<file path="src/rtl/imu_ca_pkg.sv">
// ----------------------------------------------------------------------------
// imu_ca_pkg
// Shared types, constants and the CORDIC angle table of the attitude filter.
// ----------------------------------------------------------------------------
package imu_ca_pkg;

    localparam int CAL_SAMPLES_DEF = 200;
    localparam int CORDIC_STEPS    = 23;
    localparam int CW              = 34;   // CORDIC x/y width
    localparam int ZW              = 28;   // CORDIC angle width
    localparam int AW              = 72;   // serial unit accumulator width
    localparam int BW              = 32;   // multiplier operand width
    localparam int DVW             = 27;   // divisor width
    localparam int ADDR_W          = 3;

    localparam logic [16:0]          ALPHA_RESET = 17'd64225;
    localparam logic [16:0]          ALPHA_ONE   = 17'd65536;
    localparam logic [31:0]          STEP_RESET  = 32'd100000;
    localparam logic [DVW-1:0]       RATE_DIV    = 27'd131000000;
    localparam logic [DVW-1:0]       RATE_HALF   = 27'd65500000;
    localparam logic [15:0]          INV_GAIN    = 16'd39798;
    localparam logic signed [ZW-1:0] DEG180      = 28'sd11796480;

    localparam logic REG_ALPHA = 1'b0;
    localparam logic REG_STEP  = 1'b1;

    typedef struct packed {
        logic signed [15:0] accel_x;
        logic signed [15:0] accel_y;
        logic signed [15:0] accel_z;
        logic signed [15:0] gyro_x;
        logic signed [15:0] gyro_y;
        logic signed [15:0] gyro_z;
        logic        [31:0] elapsed_us;
    } sample_t;

    typedef struct packed {
        logic signed [31:0] roll_angle;
        logic signed [31:0] pitch_angle;
        logic signed [31:0] yaw_angle;
        logic               calibrating;
        logic               step_taken;
        logic               tilt_updated;
    } result_t;

    typedef struct packed {
        logic start;
        logic is_div;
    } md_ctl_t;

    function automatic logic signed [ZW-1:0] atan_q16(input logic [4:0] i);
        logic signed [ZW-1:0] v;
        unique case (i)
            5'd0:    v = 28'sd2949120;
            5'd1:    v = 28'sd1740967;
            5'd2:    v = 28'sd919879;
            5'd3:    v = 28'sd466945;
            5'd4:    v = 28'sd234379;
            5'd5:    v = 28'sd117304;
            5'd6:    v = 28'sd58666;
            5'd7:    v = 28'sd29335;
            5'd8:    v = 28'sd14668;
            5'd9:    v = 28'sd7334;
            5'd10:   v = 28'sd3667;
            5'd11:   v = 28'sd1833;
            5'd12:   v = 28'sd917;
            5'd13:   v = 28'sd458;
            5'd14:   v = 28'sd229;
            5'd15:   v = 28'sd115;
            5'd16:   v = 28'sd57;
            5'd17:   v = 28'sd29;
            5'd18:   v = 28'sd14;
            5'd19:   v = 28'sd7;
            5'd20:   v = 28'sd4;
            5'd21:   v = 28'sd2;
            5'd22:   v = 28'sd1;
            default: v = '0;
        endcase
        return v;
    endfunction

endpackage

</file>
<file path="src/rtl/imu_ca_stream_if.sv">
// ----------------------------------------------------------------------------
// imu_ca_stream_if
// Valid/ready request channel carrying one payload.
// ----------------------------------------------------------------------------
interface imu_ca_stream_if #(parameter type payload_t = logic);
    logic     valid;
    logic     ready;
    payload_t data;

    modport source (output valid, output data, input ready);
    modport sink   (input valid, input data, output ready);
endinterface

</file>
<file path="src/rtl/imu_ca_muldiv.sv">
// ----------------------------------------------------------------------------
// imu_ca_muldiv
// Bit-serial unit: signed-by-unsigned shift-add multiply (MSB first) or
// restoring unsigned divide (one quotient bit per cycle).
// ----------------------------------------------------------------------------
module imu_ca_muldiv (
    input  logic                       clk,
    input  logic                       rst_n,
    input  imu_ca_pkg::md_ctl_t        ctl,
    input  logic [imu_ca_pkg::AW-1:0]  op_a,
    input  logic [imu_ca_pkg::BW-1:0]  op_b,
    output logic [imu_ca_pkg::AW-1:0]  result,
    output logic                       done
);
    import imu_ca_pkg::*;

    localparam int CNTW = $clog2(AW + 1);
    localparam logic [CNTW-1:0] MUL_STEPS = CNTW'(BW);
    localparam logic [CNTW-1:0] DIV_STEPS = CNTW'(AW);

    logic            busy_reg,  busy_next;
    logic            div_reg,   div_next;
    logic            done_reg,  done_next;
    logic [CNTW-1:0] cnt_reg,   cnt_next;
    logic [AW-1:0]   acc_reg,   acc_next;
    logic [AW-1:0]   mc_reg,    mc_next;
    logic [BW-1:0]   b_reg,     b_next;
    logic [DVW-1:0]  rem_reg,   rem_next;
    logic [DVW:0]    trial;
    logic            fits;

    always_comb
    begin
        trial     = {rem_reg, acc_reg[AW-1]};
        fits      = trial >= {1'b0, b_reg[DVW-1:0]};
        busy_next = busy_reg;
        div_next  = div_reg;
        done_next = 1'b0;
        cnt_next  = cnt_reg;
        acc_next  = acc_reg;
        mc_next   = mc_reg;
        b_next    = b_reg;
        rem_next  = rem_reg;
        if (ctl.start)
        begin
            busy_next = 1'b1;
            div_next  = ctl.is_div;
            b_next    = op_b;
            rem_next  = '0;
            if (ctl.is_div)
            begin
                acc_next = op_a;
                cnt_next = DIV_STEPS;
            end
            else
            begin
                acc_next = '0;
                mc_next  = op_a;
                cnt_next = MUL_STEPS;
            end
        end
        else if (busy_reg)
        begin
            cnt_next = cnt_reg - 1'b1;
            if (div_reg)
            begin
                rem_next = fits ? DVW'(trial - {1'b0, b_reg[DVW-1:0]}) : trial[DVW-1:0];
                acc_next = {acc_reg[AW-2:0], fits};
            end
            else
            begin
                acc_next = {acc_reg[AW-2:0], 1'b0} + (b_reg[BW-1] ? mc_reg : '0);
                b_next   = {b_reg[BW-2:0], 1'b0};
            end
            if (cnt_reg == CNTW'(1))
            begin
                busy_next = 1'b0;
                done_next = 1'b1;
            end
        end
    end

    always_ff @(posedge clk or negedge rst_n)
    begin
        if (!rst_n)
        begin
            busy_reg <= 1'b0;
            div_reg  <= 1'b0;
            done_reg <= 1'b0;
            cnt_reg  <= '0;
        end
        else
        begin
            busy_reg <= busy_next;
            div_reg  <= div_next;
            done_reg <= done_next;
            cnt_reg  <= cnt_next;
        end
    end

    always_ff @(posedge clk)
    begin
        acc_reg <= acc_next;
        mc_reg  <= mc_next;
        b_reg   <= b_next;
        rem_reg <= rem_next;
    end

    assign result = acc_reg;
    assign done   = done_reg;

endmodule

</file>
<file path="src/rtl/imu_ca_cordic.sv">
// ----------------------------------------------------------------------------
// imu_ca_cordic
// Iterative vectoring CORDIC atan2, one micro-rotation per cycle, with
// left half-plane mirroring. Angle in Q16.16 degrees.
// ----------------------------------------------------------------------------
module imu_ca_cordic (
    input  logic                              clk,
    input  logic                              rst_n,
    input  logic                              start,
    input  logic signed [imu_ca_pkg::CW-1:0]  y_in,
    input  logic signed [imu_ca_pkg::CW-1:0]  x_in,
    output logic signed [imu_ca_pkg::ZW-1:0]  angle,
    output logic signed [imu_ca_pkg::CW-1:0]  mag,
    output logic                              done
);
    import imu_ca_pkg::*;

    logic                 busy_reg, busy_next;
    logic                 done_reg, done_next;
    logic [4:0]           i_reg,    i_next;
    logic signed [CW-1:0] x_reg,    x_next;
    logic signed [CW-1:0] y_reg,    y_next;
    logic signed [ZW-1:0] z_reg,    z_next;
    logic signed [CW-1:0] dx, dy;

    always_comb
    begin
        dx        = y_reg >>> i_reg;
        dy        = x_reg >>> i_reg;
        busy_next = busy_reg;
        done_next = 1'b0;
        i_next    = i_reg;
        x_next    = x_reg;
        y_next    = y_reg;
        z_next    = z_reg;
        if (start)
        begin
            busy_next = 1'b1;
            i_next    = '0;
            if (x_in[CW-1])
            begin
                x_next = -x_in;
                y_next = -y_in;
                z_next = y_in[CW-1] ? -DEG180 : DEG180;
            end
            else
            begin
                x_next = x_in;
                y_next = y_in;
                z_next = '0;
            end
        end
        else if (busy_reg)
        begin
            if (y_reg[CW-1])
            begin
                x_next = x_reg - dx;
                y_next = y_reg + dy;
                z_next = z_reg - atan_q16(i_reg);
            end
            else
            begin
                x_next = x_reg + dx;
                y_next = y_reg - dy;
                z_next = z_reg + atan_q16(i_reg);
            end
            i_next = i_reg + 1'b1;
            if (i_reg == 5'(CORDIC_STEPS - 1))
            begin
                busy_next = 1'b0;
                done_next = 1'b1;
            end
        end
    end

    always_ff @(posedge clk or negedge rst_n)
    begin
        if (!rst_n)
        begin
            busy_reg <= 1'b0;
            done_reg <= 1'b0;
            i_reg    <= '0;
        end
        else
        begin
            busy_reg <= busy_next;
            done_reg <= done_next;
            i_reg    <= i_next;
        end
    end

    always_ff @(posedge clk)
    begin
        x_reg <= x_next;
        y_reg <= y_next;
        z_reg <= z_next;
    end

    assign angle = z_reg;
    assign mag   = x_reg;
    assign done  = done_reg;

endmodule

</file>
<file path="src/rtl/imu_complementary_attitude.sv">
// ----------------------------------------------------------------------------
// imu_complementary_attitude
// Roll/pitch/yaw complementary filter for a six-axis IMU, Q16.16 degrees.
// ----------------------------------------------------------------------------
// One sample is taken at a time and gives one result. The last calibration
// sample also runs the bias divide. In an update sample every rate-times-time
// term is a serial multiply plus a serial divide, each blend two serial
// multiplies, and each atan2 a 23-step CORDIC. The result sits in an output
// register, so the next sample may enter while it waits.
module imu_complementary_attitude #(
    parameter int CAL_SAMPLES = imu_ca_pkg::CAL_SAMPLES_DEF
) (
    input  logic                            clk,
    input  logic                            rst_n,
    imu_ca_stream_if.sink                   sample,
    imu_ca_stream_if.source                 result,
    input  logic                            psel,
    input  logic                            penable,
    input  logic                            pwrite,
    input  logic [imu_ca_pkg::ADDR_W-1:0]   paddr,
    input  logic [31:0]                     pwdata,
    output logic [31:0]                     prdata,
    output logic                            pready
);
    import imu_ca_pkg::*;

    localparam logic [4:0] S_IDLE      = 5'd0;
    localparam logic [4:0] S_DECIDE    = 5'd1;
    localparam logic [4:0] S_CAL_DIV   = 5'd2;
    localparam logic [4:0] S_YAW_MUL   = 5'd3;
    localparam logic [4:0] S_YAW_DIV   = 5'd4;
    localparam logic [4:0] S_ROLL_COR  = 5'd5;
    localparam logic [4:0] S_HYP_MUL   = 5'd6;
    localparam logic [4:0] S_PITCH_COR = 5'd7;
    localparam logic [4:0] S_GX_MUL    = 5'd8;
    localparam logic [4:0] S_GX_DIV    = 5'd9;
    localparam logic [4:0] S_GY_MUL    = 5'd10;
    localparam logic [4:0] S_GY_DIV    = 5'd11;
    localparam logic [4:0] S_RB_A      = 5'd12;
    localparam logic [4:0] S_RB_B      = 5'd13;
    localparam logic [4:0] S_PB_A      = 5'd14;
    localparam logic [4:0] S_PB_B      = 5'd15;
    localparam logic [4:0] S_DONE      = 5'd16;

    localparam logic [7:0]    CAL_LAST = 8'(CAL_SAMPLES - 1);
    localparam logic [7:0]    CAL_N    = 8'(CAL_SAMPLES);
    localparam logic [AW-1:0] CAL_HALF = AW'(CAL_SAMPLES / 2);
    localparam logic [AW-1:0] HALF_LSB = AW'(32768);

    logic [4:0]            state_reg,   state_next;
    logic [16:0]           alpha_reg,   alpha_next;
    logic [31:0]           maxdt_reg,   maxdt_next;
    logic [7:0]            cal_cnt_reg, cal_cnt_next;
    logic signed [23:0]    gz_sum_reg,  gz_sum_next;
    logic signed [31:0]    bias_reg,    bias_next;
    logic signed [31:0]    roll_reg,    roll_next;
    logic signed [31:0]    pitch_reg,   pitch_next;
    logic [31:0]           yaw_reg,     yaw_next;
    logic                  seeded_reg,  seeded_next;
    logic                  cal_f_reg,   cal_f_next;
    logic                  step_f_reg,  step_f_next;
    logic                  tilt_f_reg,  tilt_f_next;
    logic                  ovalid_reg,  ovalid_next;
    sample_t               smp_reg,     smp_next;
    result_t               res_reg,     res_next;
    logic signed [ZW-1:0]  rtilt_reg,   rtilt_next;
    logic signed [ZW-1:0]  ptilt_reg,   ptilt_next;
    logic signed [40:0]    rpred_reg,   rpred_next;
    logic signed [40:0]    ppred_reg,   ppred_next;
    logic [AW-1:0]         sum_reg,     sum_next;

    md_ctl_t               md_ctl;
    logic [AW-1:0]         md_a;
    logic [BW-1:0]         md_b;
    logic [AW-1:0]         md_res;
    logic                  md_done;
    logic                  cor_start;
    logic signed [CW-1:0]  cor_y, cor_x, cor_mag;
    logic signed [ZW-1:0]  cor_z;
    logic                  cor_done;

    logic                  accept;
    logic                  load_out;
    logic signed [23:0]    cal_sum;
    logic [23:0]           cal_mag;
    logic signed [33:0]    rate;
    logic [33:0]           rate_mag;
    logic [16:0]           gx_ext, gy_ext, gx_mag, gy_mag, nax;
    logic [31:0]           dq32;
    logic [31:0]           bias_q;
    logic signed [40:0]    term, sterm;
    logic [16:0]           a_w, b_w;
    logic [AW-1:0]         total, hyp_sum;
    logic [55:0]           blend_v;
    logic [31:0]           blend_sat;
    logic                  dt_ok;
    logic                  tilt_ok;

    imu_ca_muldiv u_md (
        .clk    (clk),
        .rst_n  (rst_n),
        .ctl    (md_ctl),
        .op_a   (md_a),
        .op_b   (md_b),
        .result (md_res),
        .done   (md_done)
    );

    imu_ca_cordic u_cor (
        .clk    (clk),
        .rst_n  (rst_n),
        .start  (cor_start),
        .y_in   (cor_y),
        .x_in   (cor_x),
        .angle  (cor_z),
        .mag    (cor_mag),
        .done   (cor_done)
    );

    assign pready       = 1'b1;
    assign prdata       = (paddr[2] == REG_STEP) ? maxdt_reg : {15'b0, alpha_reg};
    assign sample.ready = (state_reg == S_IDLE);
    assign result.valid = ovalid_reg;
    assign result.data  = res_reg;
    assign accept       = sample.valid && (state_reg == S_IDLE);
    assign load_out     = (state_reg == S_DONE) && (!ovalid_reg || result.ready);

    always_comb
    begin
        cal_sum   = gz_sum_reg + {{8{smp_reg.gyro_z[15]}}, smp_reg.gyro_z};
        cal_mag   = cal_sum[23] ? 24'(-cal_sum) : cal_sum;
        rate      = {{2{smp_reg.gyro_z[15]}}, smp_reg.gyro_z, 16'b0}
                    - {{2{bias_reg[31]}}, bias_reg};
        rate_mag  = rate[33] ? 34'(-rate) : rate;
        gx_ext    = {smp_reg.gyro_x[15], smp_reg.gyro_x};
        gy_ext    = {smp_reg.gyro_y[15], smp_reg.gyro_y};
        gx_mag    = gx_ext[16] ? 17'(-gx_ext) : gx_ext;
        gy_mag    = gy_ext[16] ? 17'(-gy_ext) : gy_ext;
        nax       = 17'(-{smp_reg.accel_x[15], smp_reg.accel_x});
        dq32      = md_res[31:0];
        bias_q    = gz_sum_reg[23] ? 32'(-dq32) : dq32;
        term      = md_res[40:0];
        a_w       = (alpha_reg > ALPHA_ONE) ? ALPHA_ONE : alpha_reg;
        b_w       = ALPHA_ONE - a_w;
        total     = sum_reg + md_res + HALF_LSB;
        blend_v   = total[AW-1:16];
        hyp_sum   = md_res + HALF_LSB;
        dt_ok     = (smp_reg.elapsed_us != '0) && (smp_reg.elapsed_us <= maxdt_reg);
        tilt_ok   = (smp_reg.accel_y != '0) || (smp_reg.accel_z != '0);
        if ((&blend_v[55:31]) || (~|blend_v[55:31]))
        begin
            blend_sat = blend_v[31:0];
        end
        else
        begin
            blend_sat = blend_v[55] ? 32'h8000_0000 : 32'h7FFF_FFFF;
        end
        if (state_reg == S_GX_DIV)
        begin
            sterm = gx_ext[16] ? -term : term;
        end
        else
        begin
            sterm = gy_ext[16] ? -term : term;
        end
    end

    always_comb
    begin
        state_next   = state_reg;
        alpha_next   = alpha_reg;
        maxdt_next   = maxdt_reg;
        cal_cnt_next = cal_cnt_reg;
        gz_sum_next  = gz_sum_reg;
        bias_next    = bias_reg;
        roll_next    = roll_reg;
        pitch_next   = pitch_reg;
        yaw_next     = yaw_reg;
        seeded_next  = seeded_reg;
        cal_f_next   = cal_f_reg;
        step_f_next  = step_f_reg;
        tilt_f_next  = tilt_f_reg;
        smp_next     = smp_reg;
        res_next     = res_reg;
        rtilt_next   = rtilt_reg;
        ptilt_next   = ptilt_reg;
        rpred_next   = rpred_reg;
        ppred_next   = ppred_reg;
        sum_next     = sum_reg;
        md_ctl       = '0;
        md_a         = '0;
        md_b         = '0;
        cor_start    = 1'b0;
        cor_y        = '0;
        cor_x        = '0;

        if (psel && penable && pwrite)
        begin
            if (paddr[2] == REG_ALPHA)
            begin
                alpha_next = pwdata[16:0];
            end
            else
            begin
                maxdt_next = pwdata;
            end
        end

        if (ovalid_reg && result.ready)
        begin
            ovalid_next = 1'b0;
        end
        else
        begin
            ovalid_next = ovalid_reg;
        end

        unique case (state_reg)
            S_IDLE:
            begin
                if (accept)
                begin
                    smp_next    = sample.data;
                    cal_f_next  = 1'b0;
                    step_f_next = 1'b0;
                    tilt_f_next = 1'b0;
                    state_next  = S_DECIDE;
                end
            end
            S_DECIDE:
            begin
                priority if (cal_cnt_reg < CAL_N)
                begin
                    cal_f_next   = 1'b1;
                    gz_sum_next  = cal_sum;
                    cal_cnt_next = cal_cnt_reg + 1'b1;
                    if (cal_cnt_reg == CAL_LAST)
                    begin
                        md_ctl     = '{start: 1'b1, is_div: 1'b1};
                        md_a       = {32'b0, cal_mag, 16'b0} + CAL_HALF;
                        md_b       = BW'(CAL_N);
                        state_next = S_CAL_DIV;
                    end
                    else
                    begin
                        state_next = S_DONE;
                    end
                end
                else if (dt_ok)
                begin
                    step_f_next = 1'b1;
                    md_ctl      = '{start: 1'b1, is_div: 1'b0};
                    md_a        = {38'b0, rate_mag};
                    md_b        = smp_reg.elapsed_us;
                    state_next  = S_YAW_MUL;
                end
                else
                begin
                    state_next = S_DONE;
                end
            end
            S_CAL_DIV:
            begin
                if (md_done)
                begin
                    bias_next  = bias_q;
                    state_next = S_DONE;
                end
            end
            S_YAW_MUL, S_GX_MUL, S_GY_MUL:
            begin
                if (md_done)
                begin
                    md_ctl     = '{start: 1'b1, is_div: 1'b1};
                    md_a       = md_res + {45'b0, RATE_HALF};
                    md_b       = {5'b0, RATE_DIV};
                    state_next = state_reg + 1'b1;
                end
            end
            S_YAW_DIV:
            begin
                if (md_done)
                begin
                    yaw_next = rate[33] ? yaw_reg - dq32 : yaw_reg + dq32;
                    if (tilt_ok)
                    begin
                        tilt_f_next = 1'b1;
                        cor_start   = 1'b1;
                        cor_y       = {{4{smp_reg.accel_y[15]}}, smp_reg.accel_y, 14'b0};
                        cor_x       = {{4{smp_reg.accel_z[15]}}, smp_reg.accel_z, 14'b0};
                        state_next  = S_ROLL_COR;
                    end
                    else
                    begin
                        state_next = S_DONE;
                    end
                end
            end
            S_ROLL_COR:
            begin
                if (cor_done)
                begin
                    rtilt_next = cor_z;
                    md_ctl     = '{start: 1'b1, is_div: 1'b0};
                    md_a       = {{(AW-CW){cor_mag[CW-1]}}, cor_mag};
                    md_b       = {16'b0, INV_GAIN};
                    state_next = S_HYP_MUL;
                end
            end
            S_HYP_MUL:
            begin
                if (md_done)
                begin
                    cor_start  = 1'b1;
                    cor_y      = {{3{nax[16]}}, nax, 14'b0};
                    cor_x      = hyp_sum[16+CW-1:16];
                    state_next = S_PITCH_COR;
                end
            end
            S_PITCH_COR:
            begin
                if (cor_done)
                begin
                    ptilt_next = cor_z;
                    if (!seeded_reg)
                    begin
                        roll_next   = {{(32-ZW){rtilt_reg[ZW-1]}}, rtilt_reg};
                        pitch_next  = {{(32-ZW){cor_z[ZW-1]}}, cor_z};
                        seeded_next = 1'b1;
                        state_next  = S_DONE;
                    end
                    else
                    begin
                        md_ctl     = '{start: 1'b1, is_div: 1'b0};
                        md_a       = {39'b0, gx_mag, 16'b0};
                        md_b       = smp_reg.elapsed_us;
                        state_next = S_GX_MUL;
                    end
                end
            end
            S_GX_DIV:
            begin
                if (md_done)
                begin
                    rpred_next = {{9{roll_reg[31]}}, roll_reg} + sterm;
                    md_ctl     = '{start: 1'b1, is_div: 1'b0};
                    md_a       = {39'b0, gy_mag, 16'b0};
                    md_b       = smp_reg.elapsed_us;
                    state_next = S_GY_MUL;
                end
            end
            S_GY_DIV:
            begin
                if (md_done)
                begin
                    ppred_next = {{9{pitch_reg[31]}}, pitch_reg} + sterm;
                    md_ctl     = '{start: 1'b1, is_div: 1'b0};
                    md_a       = {{(AW-41){rpred_reg[40]}}, rpred_reg};
                    md_b       = {15'b0, a_w};
                    state_next = S_RB_A;
                end
            end
            S_RB_A:
            begin
                if (md_done)
                begin
                    sum_next   = md_res;
                    md_ctl     = '{start: 1'b1, is_div: 1'b0};
                    md_a       = {{(AW-ZW){rtilt_reg[ZW-1]}}, rtilt_reg};
                    md_b       = {15'b0, b_w};
                    state_next = S_RB_B;
                end
            end
            S_RB_B:
            begin
                if (md_done)
                begin
                    roll_next  = blend_sat;
                    md_ctl     = '{start: 1'b1, is_div: 1'b0};
                    md_a       = {{(AW-41){ppred_reg[40]}}, ppred_reg};
                    md_b       = {15'b0, a_w};
                    state_next = S_PB_A;
                end
            end
            S_PB_A:
            begin
                if (md_done)
                begin
                    sum_next   = md_res;
                    md_ctl     = '{start: 1'b1, is_div: 1'b0};
                    md_a       = {{(AW-ZW){ptilt_reg[ZW-1]}}, ptilt_reg};
                    md_b       = {15'b0, b_w};
                    state_next = S_PB_B;
                end
            end
            S_PB_B:
            begin
                if (md_done)
                begin
                    pitch_next = blend_sat;
                    state_next = S_DONE;
                end
            end
            S_DONE:
            begin
                if (load_out)
                begin
                    res_next    = '{roll_angle:   roll_reg,
                                    pitch_angle:  pitch_reg,
                                    yaw_angle:    yaw_reg,
                                    calibrating:  cal_f_reg,
                                    step_taken:   step_f_reg,
                                    tilt_updated: tilt_f_reg};
                    ovalid_next = 1'b1;
                    state_next  = S_IDLE;
                end
            end
            default:
            begin
                state_next = S_IDLE;
            end
        endcase
    end

    always_ff @(posedge clk or negedge rst_n)
    begin
        if (!rst_n)
        begin
            state_reg   <= S_IDLE;
            alpha_reg   <= ALPHA_RESET;
            maxdt_reg   <= STEP_RESET;
            cal_cnt_reg <= '0;
            gz_sum_reg  <= '0;
            bias_reg    <= '0;
            roll_reg    <= '0;
            pitch_reg   <= '0;
            yaw_reg     <= '0;
            seeded_reg  <= 1'b0;
            cal_f_reg   <= 1'b0;
            step_f_reg  <= 1'b0;
            tilt_f_reg  <= 1'b0;
            ovalid_reg  <= 1'b0;
        end
        else
        begin
            state_reg   <= state_next;
            alpha_reg   <= alpha_next;
            maxdt_reg   <= maxdt_next;
            cal_cnt_reg <= cal_cnt_next;
            gz_sum_reg  <= gz_sum_next;
            bias_reg    <= bias_next;
            roll_reg    <= roll_next;
            pitch_reg   <= pitch_next;
            yaw_reg     <= yaw_next;
            seeded_reg  <= seeded_next;
            cal_f_reg   <= cal_f_next;
            step_f_reg  <= step_f_next;
            tilt_f_reg  <= tilt_f_next;
            ovalid_reg  <= ovalid_next;
        end
    end

    always_ff @(posedge clk)
    begin
        smp_reg   <= smp_next;
        res_reg   <= res_next;
        rtilt_reg <= rtilt_next;
        ptilt_reg <= ptilt_next;
        rpred_reg <= rpred_next;
        ppred_reg <= ppred_next;
        sum_reg   <= sum_next;
    end

endmodule

</file>
<file path="src/flat_wrapper.sv">
// flat-port wrapper written by rule: the top's interface ports become plain ports
module imu_complementary_attitude_flat import imu_ca_pkg::*;
#(
    parameter int CAL_SAMPLES = imu_ca_pkg::CAL_SAMPLES_DEF
)
  (clk, rst_n, psel, penable, pwrite, paddr, pwdata, prdata, pready, sample_valid, sample_data, sample_ready, result_valid, result_data, result_ready);
  imu_ca_stream_if #(.payload_t(sample_t)) sample_i ();
  imu_ca_stream_if #(.payload_t(result_t)) result_i ();
  input  logic clk;
  input  logic rst_n;
  input  logic psel;
  input  logic penable;
  input  logic pwrite;
  input  logic [imu_ca_pkg::ADDR_W-1:0] paddr;
  input  logic [31:0] pwdata;
  output logic [31:0] prdata;
  output logic pready;
  input wire logic [$bits(sample_i.valid)-1:0] sample_valid;
  input wire logic [$bits(sample_i.data)-1:0] sample_data;
  output wire logic [$bits(sample_i.ready)-1:0] sample_ready;
  output wire logic [$bits(result_i.valid)-1:0] result_valid;
  output wire logic [$bits(result_i.data)-1:0] result_data;
  input wire logic [$bits(result_i.ready)-1:0] result_ready;
  assign sample_i.valid = sample_valid;
  assign sample_i.data = sample_data;
  assign sample_ready = sample_i.ready;
  assign result_valid = result_i.valid;
  assign result_data = result_i.data;
  assign result_i.ready = result_ready;
  imu_complementary_attitude #(.CAL_SAMPLES(CAL_SAMPLES)) u_core (.clk(clk), .rst_n(rst_n), .sample(sample_i), .result(result_i), .psel(psel), .penable(penable), .pwrite(pwrite), .paddr(paddr), .pwdata(pwdata), .prdata(prdata), .pready(pready));
endmodule
</file>
<file path="config.mk">
export PLATFORM = sky130hd
export DESIGN_NAME = imu_complementary_attitude_flat
export DESIGN_NICKNAME = d
export VERILOG_FILES = /design/src/rtl/imu_ca_pkg.sv /design/src/rtl/imu_ca_stream_if.sv /design/src/rtl/imu_ca_muldiv.sv /design/src/rtl/imu_ca_cordic.sv /design/src/rtl/imu_complementary_attitude.sv /design/src/flat_wrapper.sv
export SDC_FILE = /design/constraint.sdc
export NUM_CORES = 2
export LEC_CHECK = 0
export ABC_AREA = 0
export BUFFER_PORTS_ARGS = -buffer_cell sky130_fd_sc_hd__buf_2
export CAP_MARGIN = 30
export CELL_PAD_IN_SITES_DETAIL_PLACEMENT = 1
export CELL_PAD_IN_SITES_GLOBAL_PLACEMENT = 1
export CORE_MARGIN = 3
export CORE_UTILIZATION = 50
export CTS_CLUSTER_SIZE = 20
export DETAILED_ROUTE_END_ITERATION = 8
export PLACE_DENSITY = 0.81
export SYNTH_ARGS = -nofsm -noshare
export SYNTH_HDL_FRONTEND = slang
export SYNTH_HIERARCHICAL = 1
export SYNTH_SLANG_ARGS = --single-unit
</file>
<file path="constraint.sdc">
create_clock -name clk -period 9.2 [get_ports clk]
set_input_delay 1.38 -clock clk [delete_from_list [all_inputs] [get_ports clk]]
set_output_delay 1.38 -clock clk [all_outputs]
set_load 0.1 [all_outputs]
</file>
==> flow_summary.toml <==
[sta]
fin_crit_sh_pct = 82.2
fmax_mhz = 132
tns_ns = 0
worst_slack_ns = 1.64
tightestPinTransition_ns = 1.27
fin_crit_ns = 7.56
slew_viol_final = 0
clock_skew_ns = 0.0810
hold_viol_final = 0
setup_viol = 0
grt_setup_unrepaired = "false"
relSlewSlack_pct = 15.4

[clock_tree]
cts_hold_buffers = 0
numClockSinks = 972
clock_path_buffers = 3
tritoncts = "yes"
cts_resized = 0
clockRootBuffer = "clkbuf_16"
insertion_delay_ns = 0.80
htree_levels = 3
cts_setup_buffers = 0
cts.clk_slew.worst_paths_ns = 0.06
cts_buffers = 112

[routing]
drt_iter0_markers = 8159
avgRoutedWirePerCell_um = 29.1
vias_per_cell = 6.68
ant_nets = 0
drc = 0
via_count = 70726
dr.pass1.iters = 6
wirelength_um = 308000

[cells_and_area]
regArea_um2 = 27800
drive_above_1_share_pct = 12.1
multi_input_area_um2 = 46900
fin_nets = 9166
area_growth_pct = 9.75
largest_register_ffs = 99
fill_cells = 17326

[pwr]
power.leakage_nw = 33.3
ir_worst_vdd_mv = 0.198
power_density_nw_per_um2 = 120
p_total_mw = 10.2

[placement]
gp_congestion = 1.02
dp_hpwl_um = 233000
pre_cts_ws_ns = 1.81
port_buffers = 300

[global_routing]
grt_pass1_wl_um = 456000
track_usage_pct = 37.6
use_met3_pct = 7.62
grt.overflow.total = 0
grtUsageMet2_pct = 58.5
antenna_found_initial = 27
grt_pass1_vias = 70809
grt_max_degree = 136
busiest_layer = "met2"
met1_usage_pct = 50.9

[die]
die_area_um2 = 159000
fp-row-count = 143
core-area_um2 = 153000
start_util_pct = 50.6
pin_count = 304
fp.dieW_um = 399
die_h_um = 399

[setup_path]
reg2reg_to = "u_core/yaw_reg[31]"
r2r_cells = 28
cpMaxStageDelayCell = "a311oi_1"
crit_arrival_ns = 8.23
worstPathRequired_ns = 9.87
critPathLaunchType = "flop"
worstPathMaxFanout = 12
ff2ff_setup_slack_ns = 1.64
crit_path_end_kind = "flop"
crit_top_cell = "o21ai_0"
path_class = "reg -> reg"
r2r-start = "u_core/bias_reg[0]"
slowest_delay_ns = 0.59

[synthesis]
synth-seq-cells = 972
synth_edf_count = 709
seq_area_frac_synth_pct = 36.0
synthesis.area_um2 = 77200
synth.distinct_cells = 123
avgSynthCellArea_um2 = 9.30
async_flop_share_pct = 24.3
postSynthCellCount = 8299
ys.warnings.count = 6
synth_ff_type = "edfxtp_1"

[job]
drv_cap = 0

[hold_path]
holdPathStages = 1
worst_hold_path_type = "reg -> reg"
worst_hold_startpoint = "u_core/yaw_reg[31]"
whs_endpoint = "u_core/yaw_reg[31]"

[status]
status = "completed"
==> through the flow <==
stage	hold WS, ns	area, um^2	util [%]	cells
after floorplan	0.426	77400	-	8346
after global placement	0.453	80600	52.8	10347
after detailed placement	0.460	80700	52.9	10352
after CTS	0.471	84600	55.4	10565
after global routing	0.499	84700	55.5	10582
final	0.472	84700	55.5	10584
==> metal layers <==
layer	part of all wire, %	wire length, um
met5	0.022	68
met2	45	137000
met3	9.5	29300
met1	41	126000
met4	5.0	15500
==> cell families (layout without fill, tap and decap cells) <==
kind of cell	Yosys count	in the layout	synth area share (%)
fa+ha+maj	554	554	9.07
flops	972	972	36.0
buf+inv	705	900	3.78
simple gates	2556	2556	16.0
xor+xnor	785	785	8.91
other cells	2	62	0.00973
mux	281	281	5.42
compound gates	2444	2444	20.9
==> cell usage in the layout (no fill, tap or decap), types with 48 or more instances in the layout <==
cell	synthesis	routed
a221oi_2	57	58
o211ai_1	61	61
a221oi_1	49	48
buf_2	34	300
clkbuf_16	0	117
inv_1	259	255
nor2_1	641	633
o21bai_1	63	63
a22oi_1	63	63
conb_1	2	49
a21oi_1	640	639
o21a_1	73	73
xnor2_1	444	443
nand2b_1	84	84
a31oi_1	81	81
nand2_1	854	852
nor2b_1	83	82
nor4_1	54	53
dfrtp_1	220	213
buf_4	19	112
xor2_1	341	341
mux4_2	76	76
o21ai_0	609	606
nand4_1	102	102
ha_1	545	545
and3_1	61	61
or3_1	82	82
nor3_1	136	134
mux2i_1	86	86
and2_1	135	133
o31ai_1	70	69
nand3_1	147	146
a21o_1	197	197
mux2_2	100	100
a211oi_1	71	70
edfxtp_1	709	709
==> final cells by class <==
class                   count  area share (%)
clock buffers             150            3.78
repair buffers            422            3.00
multi-input cells        6669            55.3
well taps                2030            3.00
flip-flops and latches    972            32.8
inverters                 265            1.18
clock inverters            63           0.873
diodes                     13          0.0384
==> power breakdown <==
group,internal (mW),switching [mW]
logic,0.153,0.387
clock network,2.79,2.04
registers,4.72,0.0751
==> cells in the mapped netlist, types with 102 or more instances <==
| library cell | instances | area share (%) |
|---|---|---|
| a21o_1 | 197 | 1.9 |
| a21oi_1 | 640 | 4.1 |
| and2_1 | 135 | 1.1 |
| clkbuf_1 | 332 | 1.6 |
| dfrtp_1 | 220 | 7.1 |
| edfxtp_1 | 709 | 28 |
| ha_1 | 545 | 8.8 |
| inv_1 | 259 | 1.3 |
| nand2_1 | 854 | 4.2 |
| nand3_1 | 147 | 0.95 |
| nand4_1 | 102 | 0.83 |
| nor2_1 | 641 | 3.1 |
| nor3_1 | 136 | 0.88 |
| o21ai_0 | 609 | 3.9 |
| xnor2_1 | 444 | 5.0 |
| xor2_1 | 341 | 3.9 |
==> worst max-delay path, delay by kind of cell (launching register included) <==
family          cells  cell delay (ns)
flops               1             0.44
buf+inv             3             0.52
compound gates     14             4.21
xor+xnor            2             0.37
simple gates        7             1.24
fa+ha+maj           2             0.64
==> worst max path at each step <==
stage / from / endpoint / cells past startpoint
2_1_floorplan: u_core/smp_reg[1] / u_core/u_md/mc_reg[0] / 17
3_3_place_gp: u_core/u_cor/i_reg[0] / u_core/u_cor/y_reg[33] / 22
3_5_place_dp: u_core/u_cor/i_reg[0] / u_core/u_cor/y_reg[33] / 22
4_1_cts: u_core/u_cor/i_reg[0] / u_core/u_cor/y_reg[33] / 22
5_1_grt: u_core/u_cor/i_reg[0] / u_core/u_cor/y_reg[33] / 20
6_report: u_core/bias_reg[0] / u_core/yaw_reg[31] / 28
Note: power is estimated with default switching activity, not from simulation.
